`src/design/clr_pkg.sv`:
```
// Shared constants, codes and types of the clipped line rasteriser.
`default_nettype none
package clr_pkg;

   localparam int COORD_BITS    = 16;
   localparam int MAX_FRAME_DIM = 1024;
   localparam int DIM_BITS      = 11;
   localparam int PIX_BITS      = $clog2(MAX_FRAME_DIM);
   localparam int ADDR_BITS     = 2 * PIX_BITS;
   localparam int COLOR_BITS    = 16;
   localparam int CLIP_BITS     = COORD_BITS + 24;
   localparam int DELTA_BITS    = COORD_BITS + 2;
   localparam int PROD_BITS     = CLIP_BITS + DELTA_BITS;
   localparam int CNT_BITS      = $clog2(PROD_BITS + 1);
   localparam int ERR_BITS      = PIX_BITS + 3;

   typedef enum logic {
      OP_START = 1'b0,
      OP_STEP  = 1'b1
   } op_type;

   typedef enum logic {
      CSR_FRAME_WIDTH  = 1'b0,
      CSR_FRAME_HEIGHT = 1'b1
   } csr_index_type;

   typedef enum logic [1:0] {
      MD_IDLE,
      MD_MUL,
      MD_DIV,
      MD_DONE
   } md_state_type;

   typedef enum logic [2:0] {
      SU_IDLE,
      SU_MIN_CHK,
      SU_MIN_WAIT,
      SU_MAJ_CHK,
      SU_MAJ_WAIT,
      SU_NEXT,
      SU_FIN
   } su_state_type;

   typedef struct packed {
      logic                         start;
      logic signed [CLIP_BITS-1:0]  a;
      logic signed [DELTA_BITS-1:0] b;
      logic signed [DELTA_BITS-1:0] c;
   } md_req_type;

   typedef struct packed {
      logic                        done;
      logic signed [CLIP_BITS-1:0] q;
   } md_rsp_type;

   typedef struct packed {
      logic                       steep;
      logic [PIX_BITS-1:0]        major_pos;
      logic [PIX_BITS-1:0]        major_end;
      logic [PIX_BITS-1:0]        minor_pos;
      logic                       minor_dir;
      logic signed [ERR_BITS-1:0] error_term;
      logic signed [ERR_BITS-1:0] error_inc_keep;
      logic signed [ERR_BITS-1:0] error_inc_move;
   } line_setup_type;

endpackage
`default_nettype wire

```
`src/design/clr_muldiv.sv`:
```
// Iterative signed a*b/c unit: shift-add multiply then restoring divide.
`default_nettype none
module clr_muldiv import clr_pkg::*; (
   input  wire logic       clock,
   input  wire logic       reset,
   input  wire md_req_type md_req,
   output md_rsp_type      md_rsp
);

   md_state_type           state_ff, state_in;
   logic [CNT_BITS-1:0]    cnt_ff, cnt_in;
   logic [PROD_BITS-1:0]   acc_ff, acc_in;
   logic [PROD_BITS-1:0]   mcand_ff, mcand_in;
   logic [DELTA_BITS-1:0]  mplier_ff, mplier_in;
   logic [DELTA_BITS-1:0]  div_ff, div_in;
   logic [DELTA_BITS-1:0]  rem_ff, rem_in;
   logic                   neg_ff, neg_in;
   logic                   zero_ff, zero_in;
   logic [DELTA_BITS:0]    rem_sh;
   logic [DELTA_BITS:0]    rem_diff;
   logic [CLIP_BITS-1:0]   a_mag;
   logic [DELTA_BITS-1:0]  b_mag;
   logic [DELTA_BITS-1:0]  c_mag;
   logic [CLIP_BITS-1:0]   q_mag;

   always_comb begin
      a_mag = md_req.a[CLIP_BITS-1]  ? -md_req.a : md_req.a;
      b_mag = md_req.b[DELTA_BITS-1] ? -md_req.b : md_req.b;
      c_mag = md_req.c[DELTA_BITS-1] ? -md_req.c : md_req.c;
      rem_sh   = {rem_ff, acc_ff[PROD_BITS-1]};
      rem_diff = rem_sh - {1'b0, div_ff};
   end

   // Next state.
   always_comb begin
      state_in = state_ff;
      unique case (state_ff)
         MD_IDLE: if (md_req.start) state_in = MD_MUL;
         MD_MUL:  if (cnt_ff == CNT_BITS'(DELTA_BITS - 1)) state_in = MD_DIV;
         MD_DIV:  if (cnt_ff == CNT_BITS'(PROD_BITS - 1)) state_in = MD_DONE;
         MD_DONE: state_in = MD_IDLE;
         default: state_in = MD_IDLE;
      endcase
   end

   // Datapath.
   always_comb begin
      cnt_in    = cnt_ff;
      acc_in    = acc_ff;
      mcand_in  = mcand_ff;
      mplier_in = mplier_ff;
      div_in    = div_ff;
      rem_in    = rem_ff;
      neg_in    = neg_ff;
      zero_in   = zero_ff;
      unique case (state_ff)
         MD_IDLE: begin
            cnt_in    = '0;
            acc_in    = '0;
            rem_in    = '0;
            mcand_in  = PROD_BITS'(a_mag);
            mplier_in = b_mag;
            div_in    = c_mag;
            neg_in    = (md_req.a[CLIP_BITS-1] ^ md_req.b[DELTA_BITS-1])
                        ^ md_req.c[DELTA_BITS-1];
            zero_in   = (md_req.c == '0);
         end
         MD_MUL: begin
            if (mplier_ff[0]) acc_in = acc_ff + mcand_ff;
            mcand_in  = mcand_ff << 1;
            mplier_in = mplier_ff >> 1;
            cnt_in    = (cnt_ff == CNT_BITS'(DELTA_BITS - 1)) ? '0 : cnt_ff + 1'b1;
         end
         MD_DIV: begin
            if (!rem_diff[DELTA_BITS]) begin
               rem_in = rem_diff[DELTA_BITS-1:0];
               acc_in = {acc_ff[PROD_BITS-2:0], 1'b1};
            end else begin
               rem_in = rem_sh[DELTA_BITS-1:0];
               acc_in = {acc_ff[PROD_BITS-2:0], 1'b0};
            end
            cnt_in = cnt_ff + 1'b1;
         end
         MD_DONE: cnt_in = '0;
         default: cnt_in = '0;
      endcase
   end

   // Outputs.
   always_comb begin
      q_mag       = acc_ff[CLIP_BITS-1:0];
      md_rsp.done = (state_ff == MD_DONE);
      if (zero_ff)     md_rsp.q = '0;
      else if (neg_ff) md_rsp.q = -q_mag;
      else             md_rsp.q = q_mag;
   end

   always_ff @(posedge clock) begin
      if (reset) begin
         state_ff <= MD_IDLE;
         cnt_ff   <= '0;
      end else begin
         state_ff <= state_in;
         cnt_ff   <= cnt_in;
      end
      acc_ff    <= acc_in;
      mcand_ff  <= mcand_in;
      mplier_ff <= mplier_in;
      div_ff    <= div_in;
      rem_ff    <= rem_in;
      neg_ff    <= neg_in;
      zero_ff   <= zero_in;
   end

endmodule
`default_nettype wire

```
`src/design/clr_setup.sv`:
```
// Sequencer that clips both endpoints and derives the Bresenham set-up.
`default_nettype none
module clr_setup import clr_pkg::*; (
   input  wire logic                         clock,
   input  wire logic                         reset,
   input  wire logic                         start,
   input  wire logic signed [COORD_BITS-1:0] start_x,
   input  wire logic signed [COORD_BITS-1:0] start_y,
   input  wire logic signed [COORD_BITS-1:0] end_x,
   input  wire logic signed [COORD_BITS-1:0] end_y,
   input  wire logic [DIM_BITS-1:0]          lim_w,
   input  wire logic [DIM_BITS-1:0]          lim_h,
   output logic                              busy,
   output logic                              done,
   output line_setup_type                    setup,
   output md_req_type                        md_req,
   input  wire md_rsp_type                   md_rsp
);

   su_state_type                 state_ff, state_in;
   logic                         pt_ff, pt_in;
   logic signed [CLIP_BITS-1:0]  cur_maj_ff, cur_maj_in, cur_mnr_ff, cur_mnr_in;
   logic signed [CLIP_BITS-1:0]  oth_maj_ff, oth_maj_in, oth_mnr_ff, oth_mnr_in;
   logic signed [DELTA_BITS-1:0] dmaj_ff, dmaj_in, dmin_ff, dmin_in;
   logic [DIM_BITS-1:0]          lmaj_ff, lmaj_in, lmin_ff, lmin_in;
   logic                         steep_ff, steep_in;

   logic signed [DELTA_BITS-1:0] dx, dy;
   logic [DELTA_BITS-1:0]        dx_mag, dy_mag;
   logic                         steep_now;
   logic signed [CLIP_BITS-1:0]  maj_hi, mnr_hi, maj_clamp, mnr_clamp;
   logic                         maj_out, mnr_out;
   logic [PIX_BITS-1:0]          p1_maj, p1_mnr, p2_maj, p2_mnr, amaj, amin;
   logic signed [ERR_BITS-1:0]   keep2, maj2;

   always_comb begin
      dx        = DELTA_BITS'(start_x) - DELTA_BITS'(end_x);
      dy        = DELTA_BITS'(start_y) - DELTA_BITS'(end_y);
      dx_mag    = dx[DELTA_BITS-1] ? -dx : dx;
      dy_mag    = dy[DELTA_BITS-1] ? -dy : dy;
      steep_now = dy_mag > dx_mag;

      maj_hi    = CLIP_BITS'(lmaj_ff - 1'b1);
      mnr_hi    = CLIP_BITS'(lmin_ff - 1'b1);
      maj_out   = cur_maj_ff[CLIP_BITS-1] || (cur_maj_ff > maj_hi);
      mnr_out   = cur_mnr_ff[CLIP_BITS-1] || (cur_mnr_ff > mnr_hi);
      maj_clamp = cur_maj_ff[CLIP_BITS-1] ? '0 : ((cur_maj_ff > maj_hi) ? maj_hi : cur_maj_ff);
      mnr_clamp = cur_mnr_ff[CLIP_BITS-1] ? '0 : ((cur_mnr_ff > mnr_hi) ? mnr_hi : cur_mnr_ff);
   end

   // Next state.
   always_comb begin
      state_in = state_ff;
      unique case (state_ff)
         SU_IDLE:     if (start) state_in = SU_MIN_CHK;
         SU_MIN_CHK:  state_in = mnr_out ? SU_MIN_WAIT : SU_MAJ_CHK;
         SU_MIN_WAIT: if (md_rsp.done) state_in = SU_MAJ_CHK;
         SU_MAJ_CHK:  state_in = maj_out ? SU_MAJ_WAIT : SU_NEXT;
         SU_MAJ_WAIT: if (md_rsp.done) state_in = SU_NEXT;
         SU_NEXT:     state_in = pt_ff ? SU_FIN : SU_MIN_CHK;
         SU_FIN:      state_in = SU_IDLE;
         default:     state_in = SU_IDLE;
      endcase
   end

   // Datapath.
   always_comb begin
      pt_in      = pt_ff;
      cur_maj_in = cur_maj_ff;
      cur_mnr_in = cur_mnr_ff;
      oth_maj_in = oth_maj_ff;
      oth_mnr_in = oth_mnr_ff;
      dmaj_in    = dmaj_ff;
      dmin_in    = dmin_ff;
      lmaj_in    = lmaj_ff;
      lmin_in    = lmin_ff;
      steep_in   = steep_ff;
      unique case (state_ff)
         SU_IDLE: begin
            pt_in    = 1'b0;
            steep_in = steep_now;
            if (steep_now) begin
               cur_maj_in = CLIP_BITS'(start_y);
               cur_mnr_in = CLIP_BITS'(start_x);
               oth_maj_in = CLIP_BITS'(end_y);
               oth_mnr_in = CLIP_BITS'(end_x);
               dmaj_in    = dy;
               dmin_in    = dx;
               lmaj_in    = lim_h;
               lmin_in    = lim_w;
            end else begin
               cur_maj_in = CLIP_BITS'(start_x);
               cur_mnr_in = CLIP_BITS'(start_y);
               oth_maj_in = CLIP_BITS'(end_x);
               oth_mnr_in = CLIP_BITS'(end_y);
               dmaj_in    = dx;
               dmin_in    = dy;
               lmaj_in    = lim_w;
               lmin_in    = lim_h;
            end
         end
         SU_MIN_WAIT: if (md_rsp.done) begin
            cur_maj_in = cur_maj_ff + md_rsp.q;
            cur_mnr_in = mnr_clamp;
         end
         SU_MAJ_WAIT: if (md_rsp.done) begin
            cur_mnr_in = cur_mnr_ff + md_rsp.q;
            cur_maj_in = maj_clamp;
         end
         SU_NEXT: begin
            if (pt_ff) begin
               cur_mnr_in = mnr_clamp;
            end else begin
               // First endpoint is finished: park it and clip the second.
               pt_in      = 1'b1;
               cur_maj_in = oth_maj_ff;
               cur_mnr_in = oth_mnr_ff;
               oth_maj_in = cur_maj_ff;
               oth_mnr_in = mnr_clamp;
            end
         end
         default: pt_in = pt_ff;
      endcase
   end

   // Outputs.
   always_comb begin
      busy       = (state_ff != SU_IDLE);
      done       = (state_ff == SU_FIN);
      md_req     = '0;
      md_req.start = ((state_ff == SU_MIN_CHK) && mnr_out)
                  || ((state_ff == SU_MAJ_CHK) && maj_out);
      if (state_ff == SU_MIN_CHK) begin
         md_req.a = mnr_clamp - cur_mnr_ff;
         md_req.b = dmaj_ff;
         md_req.c = dmin_ff;
      end else begin
         md_req.a = maj_clamp - cur_maj_ff;
         md_req.b = dmin_ff;
         md_req.c = dmaj_ff;
      end

      p1_maj = oth_maj_ff[PIX_BITS-1:0];
      p1_mnr = oth_mnr_ff[PIX_BITS-1:0];
      p2_maj = cur_maj_ff[PIX_BITS-1:0];
      p2_mnr = cur_mnr_ff[PIX_BITS-1:0];
      amaj   = (p1_maj > p2_maj) ? p1_maj - p2_maj : p2_maj - p1_maj;
      amin   = (p1_mnr > p2_mnr) ? p1_mnr - p2_mnr : p2_mnr - p1_mnr;
      keep2  = ERR_BITS'({amin, 1'b0});
      maj2   = ERR_BITS'({amaj, 1'b0});

      setup.steep          = steep_ff;
      setup.error_inc_keep = keep2;
      setup.error_inc_move = keep2 - maj2;
      setup.error_term     = keep2 - ERR_BITS'(amaj);
      // Equal major coordinates start from the end point.
      if (p1_maj < p2_maj) begin
         setup.major_pos = p1_maj;
         setup.minor_pos = p1_mnr;
         setup.major_end = p2_maj;
         setup.minor_dir = p2_mnr < p1_mnr;
      end else begin
         setup.major_pos = p2_maj;
         setup.minor_pos = p2_mnr;
         setup.major_end = p1_maj;
         setup.minor_dir = p1_mnr < p2_mnr;
      end
   end

   always_ff @(posedge clock) begin
      if (reset) begin
         state_ff <= SU_IDLE;
         pt_ff    <= 1'b0;
      end else begin
         state_ff <= state_in;
         pt_ff    <= pt_in;
      end
      cur_maj_ff <= cur_maj_in;
      cur_mnr_ff <= cur_mnr_in;
      oth_maj_ff <= oth_maj_in;
      oth_mnr_ff <= oth_mnr_in;
      dmaj_ff    <= dmaj_in;
      dmin_ff    <= dmin_in;
      lmaj_ff    <= lmaj_in;
      lmin_ff    <= lmin_in;
      steep_ff   <= steep_in;
   end

endmodule
`default_nettype wire

```
`src/design/clipped_line_rasterizer.sv`:
```
// Top level of the clipped line rasteriser: registers, line walker, result stage.
//
//   channel | direction | handshake          | carries
//   req_    | in        | req_valid/req_stall | operation, endpoints, colour
//   rsp_    | out       | rsp_valid/rsp_stall | pixel x, y, address, colour, last flag
//   csr_    | in        | csr_valid/csr_ready | register index, write data
//
// A step item, with a line active, yields one pixel a cycle while the result is not stalled.
// A start item keeps the block busy while both endpoints are clipped: up to four
// a*b/c evaluations on the one shared unit, each after its check state (18 multiply
// steps, 58 divide steps and one hand-over state).
// Reset is synchronous and active high; it clears the line and all control state.
// A waiting result is held in the output register; a new item is taken while it
// waits only if it is being taken in the same cycle.
`default_nettype none
module clipped_line_rasterizer import clr_pkg::*; (
   input  wire logic                         clock,
   input  wire logic                         reset,
   input  wire logic                         req_valid,
   output logic                              req_stall,
   input  wire logic                         req_operation,
   input  wire logic signed [COORD_BITS-1:0] req_start_x,
   input  wire logic signed [COORD_BITS-1:0] req_start_y,
   input  wire logic signed [COORD_BITS-1:0] req_end_x,
   input  wire logic signed [COORD_BITS-1:0] req_end_y,
   input  wire logic [COLOR_BITS-1:0]        req_draw_color,
   output logic                              rsp_valid,
   input  wire logic                         rsp_stall,
   output logic [PIX_BITS-1:0]               rsp_pixel_x,
   output logic [PIX_BITS-1:0]               rsp_pixel_y,
   output logic [ADDR_BITS-1:0]              rsp_pixel_address,
   output logic [COLOR_BITS-1:0]             rsp_pixel_value,
   output logic                              rsp_last_pixel,
   input  wire logic                         csr_valid,
   output logic                              csr_ready,
   input  wire logic                         csr_index,
   input  wire logic [DIM_BITS-1:0]          csr_data
);

   // Configuration registers keep the written bits; the effective size is
   // saturated into one to the maximum frame dimension.
   logic [DIM_BITS-1:0]  width_ff, width_in, height_ff, height_in;
   logic [DIM_BITS-1:0]  eff_w, eff_h;

   // Walker state.
   logic                       line_active_ff, line_active_in;
   logic                       steep_ff, steep_in;
   logic [PIX_BITS-1:0]        major_pos_ff, major_pos_in;
   logic [PIX_BITS-1:0]        major_end_ff, major_end_in;
   logic [PIX_BITS-1:0]        minor_pos_ff, minor_pos_in;
   logic                       minor_dir_ff, minor_dir_in;
   logic signed [ERR_BITS-1:0] error_ff, error_in;
   logic signed [ERR_BITS-1:0] inc_keep_ff, inc_keep_in;
   logic signed [ERR_BITS-1:0] inc_move_ff, inc_move_in;
   logic [COLOR_BITS-1:0]      color_ff, color_in;

   // Result register.
   logic                  rsp_valid_ff, rsp_valid_in;
   logic [PIX_BITS-1:0]   px_ff, px_in, py_ff, py_in;
   logic [ADDR_BITS-1:0]  addr_ff, addr_in;
   logic                  last_ff, last_in;
   logic [COLOR_BITS-1:0] value_ff, value_in;

   logic                  req_fire, start_fire, step_fire, is_last;
   logic [PIX_BITS-1:0]   px, py;
   logic                  setup_busy, setup_done;
   line_setup_type        setup;
   md_req_type            md_req;
   md_rsp_type            md_rsp;

   clr_setup u_setup (
      .clock   (clock),
      .reset   (reset),
      .start   (start_fire),
      .start_x (req_start_x),
      .start_y (req_start_y),
      .end_x   (req_end_x),
      .end_y   (req_end_y),
      .lim_w   (eff_w),
      .lim_h   (eff_h),
      .busy    (setup_busy),
      .done    (setup_done),
      .setup   (setup),
      .md_req  (md_req),
      .md_rsp  (md_rsp)
   );

   clr_muldiv u_muldiv (
      .clock  (clock),
      .reset  (reset),
      .md_req (md_req),
      .md_rsp (md_rsp)
   );

   always_comb begin
      eff_w = (width_ff == '0) ? DIM_BITS'(1)
            : ((width_ff > DIM_BITS'(MAX_FRAME_DIM)) ? DIM_BITS'(MAX_FRAME_DIM) : width_ff);
      eff_h = (height_ff == '0) ? DIM_BITS'(1)
            : ((height_ff > DIM_BITS'(MAX_FRAME_DIM)) ? DIM_BITS'(MAX_FRAME_DIM) : height_ff);

      csr_ready  = 1'b1;
      req_stall  = setup_busy || (rsp_valid_ff && rsp_stall);
      req_fire   = req_valid && !req_stall;
      start_fire = req_fire && (req_operation == OP_START);
      step_fire  = req_fire && (req_operation == OP_STEP) && line_active_ff;

      px      = steep_ff ? minor_pos_ff : major_pos_ff;
      py      = steep_ff ? major_pos_ff : minor_pos_ff;
      is_last = major_pos_ff >= major_end_ff;
   end

   // Configuration writes.
   always_comb begin
      width_in  = width_ff;
      height_in = height_ff;
      if (csr_valid && csr_ready) begin
         unique case (csr_index)
            CSR_FRAME_WIDTH:  width_in  = csr_data;
            CSR_FRAME_HEIGHT: height_in = csr_data;
            default:          width_in  = width_ff;
         endcase
      end
   end

   // Line walker: the pixel is emitted before the error term moves on.
   always_comb begin
      line_active_in = line_active_ff;
      steep_in       = steep_ff;
      major_pos_in   = major_pos_ff;
      major_end_in   = major_end_ff;
      minor_pos_in   = minor_pos_ff;
      minor_dir_in   = minor_dir_ff;
      error_in       = error_ff;
      inc_keep_in    = inc_keep_ff;
      inc_move_in    = inc_move_ff;
      color_in       = color_ff;
      if (start_fire) color_in = req_draw_color;
      if (setup_done) begin
         line_active_in = 1'b1;
         steep_in       = setup.steep;
         major_pos_in   = setup.major_pos;
         major_end_in   = setup.major_end;
         minor_pos_in   = setup.minor_pos;
         minor_dir_in   = setup.minor_dir;
         error_in       = setup.error_term;
         inc_keep_in    = setup.error_inc_keep;
         inc_move_in    = setup.error_inc_move;
      end else if (step_fire) begin
         if (error_ff[ERR_BITS-1]) begin
            error_in = error_ff + inc_keep_ff;
         end else begin
            minor_pos_in = minor_dir_ff ? minor_pos_ff - 1'b1 : minor_pos_ff + 1'b1;
            error_in     = error_ff + inc_move_ff;
         end
         major_pos_in = major_pos_ff + 1'b1;
         if (is_last) line_active_in = 1'b0;
      end
   end

   // Result register.
   always_comb begin
      rsp_valid_in = rsp_valid_ff;
      px_in        = px_ff;
      py_in        = py_ff;
      addr_in      = addr_ff;
      value_in     = value_ff;
      last_in      = last_ff;
      if (rsp_valid_ff && !rsp_stall) rsp_valid_in = 1'b0;
      if (step_fire) begin
         rsp_valid_in = 1'b1;
         px_in        = px;
         py_in        = py;
         addr_in      = ADDR_BITS'(py) * ADDR_BITS'(eff_w) + ADDR_BITS'(px);
         value_in     = color_ff;
         last_in      = is_last;
      end
   end

   always_comb begin
      rsp_valid         = rsp_valid_ff;
      rsp_pixel_x       = px_ff;
      rsp_pixel_y       = py_ff;
      rsp_pixel_address = addr_ff;
      rsp_pixel_value   = value_ff;
      rsp_last_pixel    = last_ff;
   end

   always_ff @(posedge clock) begin
      if (reset) begin
         width_ff       <= DIM_BITS'(256);
         height_ff      <= DIM_BITS'(192);
         line_active_ff <= 1'b0;
         rsp_valid_ff   <= 1'b0;
         steep_ff       <= 1'b0;
         major_pos_ff   <= '0;
         major_end_ff   <= '0;
         minor_pos_ff   <= '0;
         minor_dir_ff   <= 1'b0;
         error_ff       <= '0;
         inc_keep_ff    <= '0;
         inc_move_ff    <= '0;
      end else begin
         width_ff       <= width_in;
         height_ff      <= height_in;
         line_active_ff <= line_active_in;
         rsp_valid_ff   <= rsp_valid_in;
         steep_ff       <= steep_in;
         major_pos_ff   <= major_pos_in;
         major_end_ff   <= major_end_in;
         minor_pos_ff   <= minor_pos_in;
         minor_dir_ff   <= minor_dir_in;
         error_ff       <= error_in;
         inc_keep_ff    <= inc_keep_in;
         inc_move_ff    <= inc_move_in;
      end
      color_ff <= color_in;
      px_ff    <= px_in;
      py_ff    <= py_in;
      addr_ff  <= addr_in;
      value_ff <= value_in;
      last_ff  <= last_in;
   end

`ifndef SYNTHESIS
   // A finished set-up always leaves an active line behind it.
   a_setup_arms_line: assert property (@(posedge clock) disable iff (reset)
      setup_done |=> line_active_ff)
      else $error("line not active after set-up");

   // The walker never runs past the far end of an active line.
   a_walk_in_range: assert property (@(posedge clock) disable iff (reset)
      line_active_ff |-> (major_pos_ff <= major_end_ff))
      else $error("major position beyond line end");

   // A new pixel only appears when a line was active.
   a_pixel_needs_line: assert property (@(posedge clock) disable iff (reset)
      (rsp_valid_ff && !$past(rsp_valid_ff)) |-> $past(line_active_ff))
      else $error("pixel emitted without an active line");
`endif

endmodule
`default_nettype wire
```
`config.mk`:
```
export PLATFORM = sky130hd
export DESIGN_NAME = clipped_line_rasterizer
export DESIGN_NICKNAME = d
export VERILOG_FILES = /design/src/design/clr_pkg.sv /design/src/design/clr_muldiv.sv /design/src/design/clr_setup.sv /design/src/design/clipped_line_rasterizer.sv
export SDC_FILE = /design/constraint.sdc
export NUM_CORES = 2
export LEC_CHECK = 0
export BUFFER_PORTS_ARGS = -buffer_cell sky130_fd_sc_hd__buf_2
export CAP_MARGIN = 0
export CORE_MARGIN = 2
export CORE_UTILIZATION = 53
export CTS_BUF_LIST = sky130_fd_sc_hd__clkbuf_4 sky130_fd_sc_hd__clkbuf_8
export CTS_CLUSTER_SIZE = 40
export DETAILED_ROUTE_END_ITERATION = 10
export PLACE_DENSITY_LB_ADDON = 0.15
export SYNTH_ARGS = -nofsm -noshare
export SYNTH_HDL_FRONTEND = slang
export SYNTH_SLANG_ARGS = --single-unit
```
`constraint.sdc`:
```
create_clock -name clock -period 11.5 [get_ports clock]
set_clock_uncertainty 0.15 [all_clocks]
set_input_delay 0.575 -clock clock [delete_from_list [all_inputs] [get_ports clock]]
set_output_delay 0.575 -clock clock [all_outputs]
set_load 0.02 [all_outputs]
```
==> summary.md <==
| Metric | Value |
|---|---|
| DRT antenna net count | 0 |
| Clock Latency Late Sink | 0.82 ns |
| Hold Crit Class | in2reg |
| Die ar. | 101000 um^2 |
| Slew @ Worst Pin | 1.15 ns |
| Area delta synth->final | 9.29% |
| Post-Syn Area per Cell | 8.69 um^2 |
| H-tree levels | 3 |
| Post-Synthesis Cell Area | 52100 um^2 |
| Main area contributors after synthesis | edfxtp_1 27%, ha_1 12%, nand2_1 4.8% |
| Non-filler instance count after layout | 7493 |
| Bufs on Longest Clock Path | 3 |
| Reg2Reg Launch Point | u_setup.lmaj_ff[3] |
| Core footprint | 97000 um^2 |
| Max-slew headroom | 0.229 |
| Worst Path Arrival | 11.24 ns |
| Synth top area share | 0.266 |
| Final setup violation count | 0 |
| Synth area leader | edfxtp_1 |
| Crit Path Class | reg2reg |
| Number of flops mapped to enable cells by yosys | 462 |
| Die span in y | 317 um |
| Pin count of the biggest net entering global routing | 101 |
| CP required | 11.90 ns |
| Most used flip-flop cell after synthesis | edfxtp_1 |
| Vias | 46.1k |
| Clk slew on worst S/H paths | 0.07 ns |
| Hold Path Depth | 3 |
| Inserted Clock Buffers | 105 |
| Critical-path top delay cell | a221oi_1 |
| Final Cycle Share | 0.943 |
| Sink Count | 563 |
| # DRC | 0 |
| Port bufs | 156 |
| RSZ-0062 raised after global routing | false |
| Reg2reg path depth | 39 |
| Vias/cell | 6.16 |
| Upper clock frequency limit | 0.0922 GHz |
| Cell family with most CP delay | simple AND/OR/NAND/NOR gates |
| Root Buffer | clkbuf_8 |
| Vias in the first global route | 43.6k |
| RePlAce Congestion | 0.975 |
| # rows | 114 |
| RR Endpoint | u_muldiv.mcand_ff[37] |
| Fin Setup TNS | 0 ns |
| Final Util | 0.587 |
| DPL Wire Length | 126000 um |
| GR Util All Layers | 0.321 |
| 1st-iter DRT viols | 4777 |
| Final hold vios | 0 |
| First-pass GRT wire length | 254000 um |
| Startpoint Class | register |
| Post-layout net count | 6815 |
| Max-cap violations | 0 |
| Dpl cells | 7243 |
| Status | finished, final reports clean |
| Io pins | 158 |
| Worst Path Max Fanout | 20 |
| Unique masters post-synth | 113 |
| Hold Path End | u_setup.oth_maj_ff[5] |
| Yosys warning count | 0 |
| Routed len/inst | 22.2 um |
| Layout cell share with drive strength beyond 1 | 0.0918 |
| Critical Path End Type | register |
| Initial Util | 0.537 |
| Post-synthesis sequential area ratio | 0.305 |
| Initial antenna violation count | 11 |
| Syn Inst Count | 5991 |
| WL final | 166000 um |
| Fraction of registers with async set/reset | 0 |
| Post-cts sizing count | 0 |
| Postcts setup bufs | 0 |
| Flop-to-flop setup slack | 0.66 ns |
| Die width | 317 um |
| Critical path's largest stage delay | 0.57 ns |
| CP most frequent cell | a21o_1 |
| Buffers and inverters on the worst path | 2 |
| Global route overflow | 0 |
| Post-route minimum period | 10.84 ns |
| Final Max Slew Viols | 0 |
| Hold-fix buffers, CTS | 42 |
| Flop and latch count out of synthesis | 563 |
| HP Start | req_end_x[5] |
| Drt pass-1 iters | 7 |
| CTS tree | built |
==> sequential cells by signal, indices dropped and copies added, names as in the netlist, 18 cells and up <==
register,cells
u_muldiv.acc_ff,58
u_setup.cur_mnr_ff,40
rsp_pixel_address,20
u_muldiv.rem_ff,18
u_muldiv.div_ff,18
u_setup.oth_maj_ff,40
u_setup.cur_maj_ff,40
u_muldiv.mplier_ff,18
u_setup.oth_mnr_ff,40
u_muldiv.mcand_ff,58
==> synthesized netlist by cell type, types with 11 or more instances <==
cell type	instances
a2111oi_0	15
a211o_1	23
a211oi_1	92
a21boi_0	37
a21o_1	191
a21oi_1	416
a221oi_1	24
a222oi_1	11
a22oi_1	50
a311oi_1	12
a31oi_1	49
and2_1	56
and3_1	49
buf_1	30
clkbuf_1	216
dfxtp_1	101
edfxtp_1	462
fa_1	95
ha_1	506
inv_1	406
mux2_2	43
mux2i_1	149
nand2_1	660
nand2b_1	86
nand3_1	95
nand4_1	44
nor2_1	485
nor2b_1	137
nor3_1	134
nor3b_1	19
nor4_1	35
o211ai_1	23
o21a_1	65
o21ai_0	348
o21bai_1	60
o221ai_1	24
o22ai_1	13
o31ai_1	51
o41ai_1	14
or2_2	26
or3_1	45
or4_1	16
xnor2_1	224
xor2_1	153
==> stage by stage <==
stage / hold WS, ns / instance area, um^2 / worst slack, ns
after floorplan: 0.250 / 52100 / 2.08
after global placement: 0.250 / 54200 / 1.04
after detailed placement: 0.256 / 54200 / 0.944
after CTS: 0.00147 / 56900 / 0.908
after global routing: 0.0199 / 56900 / 0.111
final: 0.0658 / 56900 / 0.655
==> metal layers <==
layer	share of wire	vias to the layer above	global-route usage	routed length (um)
met5	0	-	0	0
met4	0.030	0	0.105	5040
met3	0.096	289	0.0669	15900
met2	0.43	1979	0.483	71000
met1	0.45	22000	0.459	74300
li1	-	21900	-	-
==> worst reg2reg max path, delay by kind of cell (launching register included) <==
family                     cells  cell delay (ns)
buffers and inverters          2             0.86
adders and majority gates      2             0.78
muxes                          1             0.29
AOI/OAI and AO/OA             18             3.83
DFF                            1             0.41
and+or+nand+nor               15             4.17
xor gates and xnor gates       1             0.15
==> final cells by class <==
cell class / count / area [um^2]
Antenna cell: 10 / 25.0
Clock buffer: 146 / 1780
Clock inverter: 52 / 515
Fill cell: 8723 / 40100
Inverter: 410 / 1540
Multi-Input combinational cell: 4758 / 33700
Sequential cell: 563 / 15900
Tap cell: 1276 / 1600
Timing Repair Buffer: 278 / 1800
==> worst max-delay path by stage <==
| stage | slack (ns) | to | cells after the start | from |
|---|---|---|---|---|
| global placement | 1.04 | u_muldiv.mcand_ff[37] | 39 | u_setup.lmaj_ff[3] |
| finish | 0.66 | u_muldiv.mcand_ff[37] | 39 | u_setup.lmaj_ff[3] |
| detailed placement | 0.94 | u_muldiv.mcand_ff[37] | 39 | u_setup.lmaj_ff[3] |
| global route | 0.11 | u_muldiv.mcand_ff[37] | 39 | u_setup.lmaj_ff[3] |
| CTS | 0.91 | u_muldiv.mcand_ff[37] | 38 | u_setup.lmaj_ff[3] |
| floorplan | 2.08 | u_muldiv.mcand_ff[37] | 33 | u_setup.lmin_ff[4] |
==> logic make-up (layout without fill, tap and decap cells) <==
| group | after synthesis | in the layout | share of synthesized area |
|---|---|---|---|
| XOR/XNOR | 377 | 377 | 0.0634 |
| adder cells (fa/ha/maj) | 608 | 608 | 0.160 |
| other | 2 | 15 | 0.000144 |
| AO/OA/AOI/OAI | 1637 | 1637 | 0.207 |
| multiplexers | 193 | 193 | 0.0382 |
| AND/OR/NAND/NOR | 1938 | 1938 | 0.177 |
| buffers and inverters | 673 | 886 | 0.0494 |
| flip-flops | 563 | 563 | 0.305 |
==> layout by cell type, fill, tap and decap left out, drive strengths merged, types with 23 or more instances in the layout <==
| master | Yosys | layout |
|---|---|---|
| a21o | 191 | 191 |
| nor2 | 485 | 485 |
| and2 | 59 | 59 |
| or3 | 45 | 45 |
| mux2 | 44 | 44 |
| o21a | 65 | 65 |
| nand2 | 660 | 660 |
| a211o | 23 | 23 |
| o211ai | 23 | 23 |
| edfxtp | 462 | 462 |
| dfxtp | 101 | 101 |
| nor2b | 137 | 137 |
| or2 | 28 | 28 |
| inv | 407 | 410 |
| clkbuf | 218 | 146 |
| o21ai | 359 | 359 |
| a21oi | 418 | 418 |
| o31ai | 57 | 57 |
| xor2 | 153 | 153 |
| and3 | 50 | 50 |
| nand3 | 95 | 95 |
| nor3 | 135 | 135 |
| a211oi | 94 | 94 |
| clkinv | 3 | 39 |
| xnor2 | 224 | 224 |
| buf | 45 | 236 |
| o21bai | 60 | 60 |
| ha | 506 | 506 |
| a22oi | 50 | 50 |
| a31oi | 51 | 51 |
| nand2b | 86 | 86 |
| dlygate4sd3 | 0 | 42 |
| a21boi | 37 | 37 |
| o221ai | 24 | 24 |
| mux2i | 149 | 149 |
| a221oi | 26 | 26 |
| fa | 95 | 95 |
| nand4 | 45 | 45 |
| nor4 | 37 | 37 |
Power is left out: the tool's default activity adds up to more than one toggle a clock period on the data nets, which glitch-free logic cannot reach.
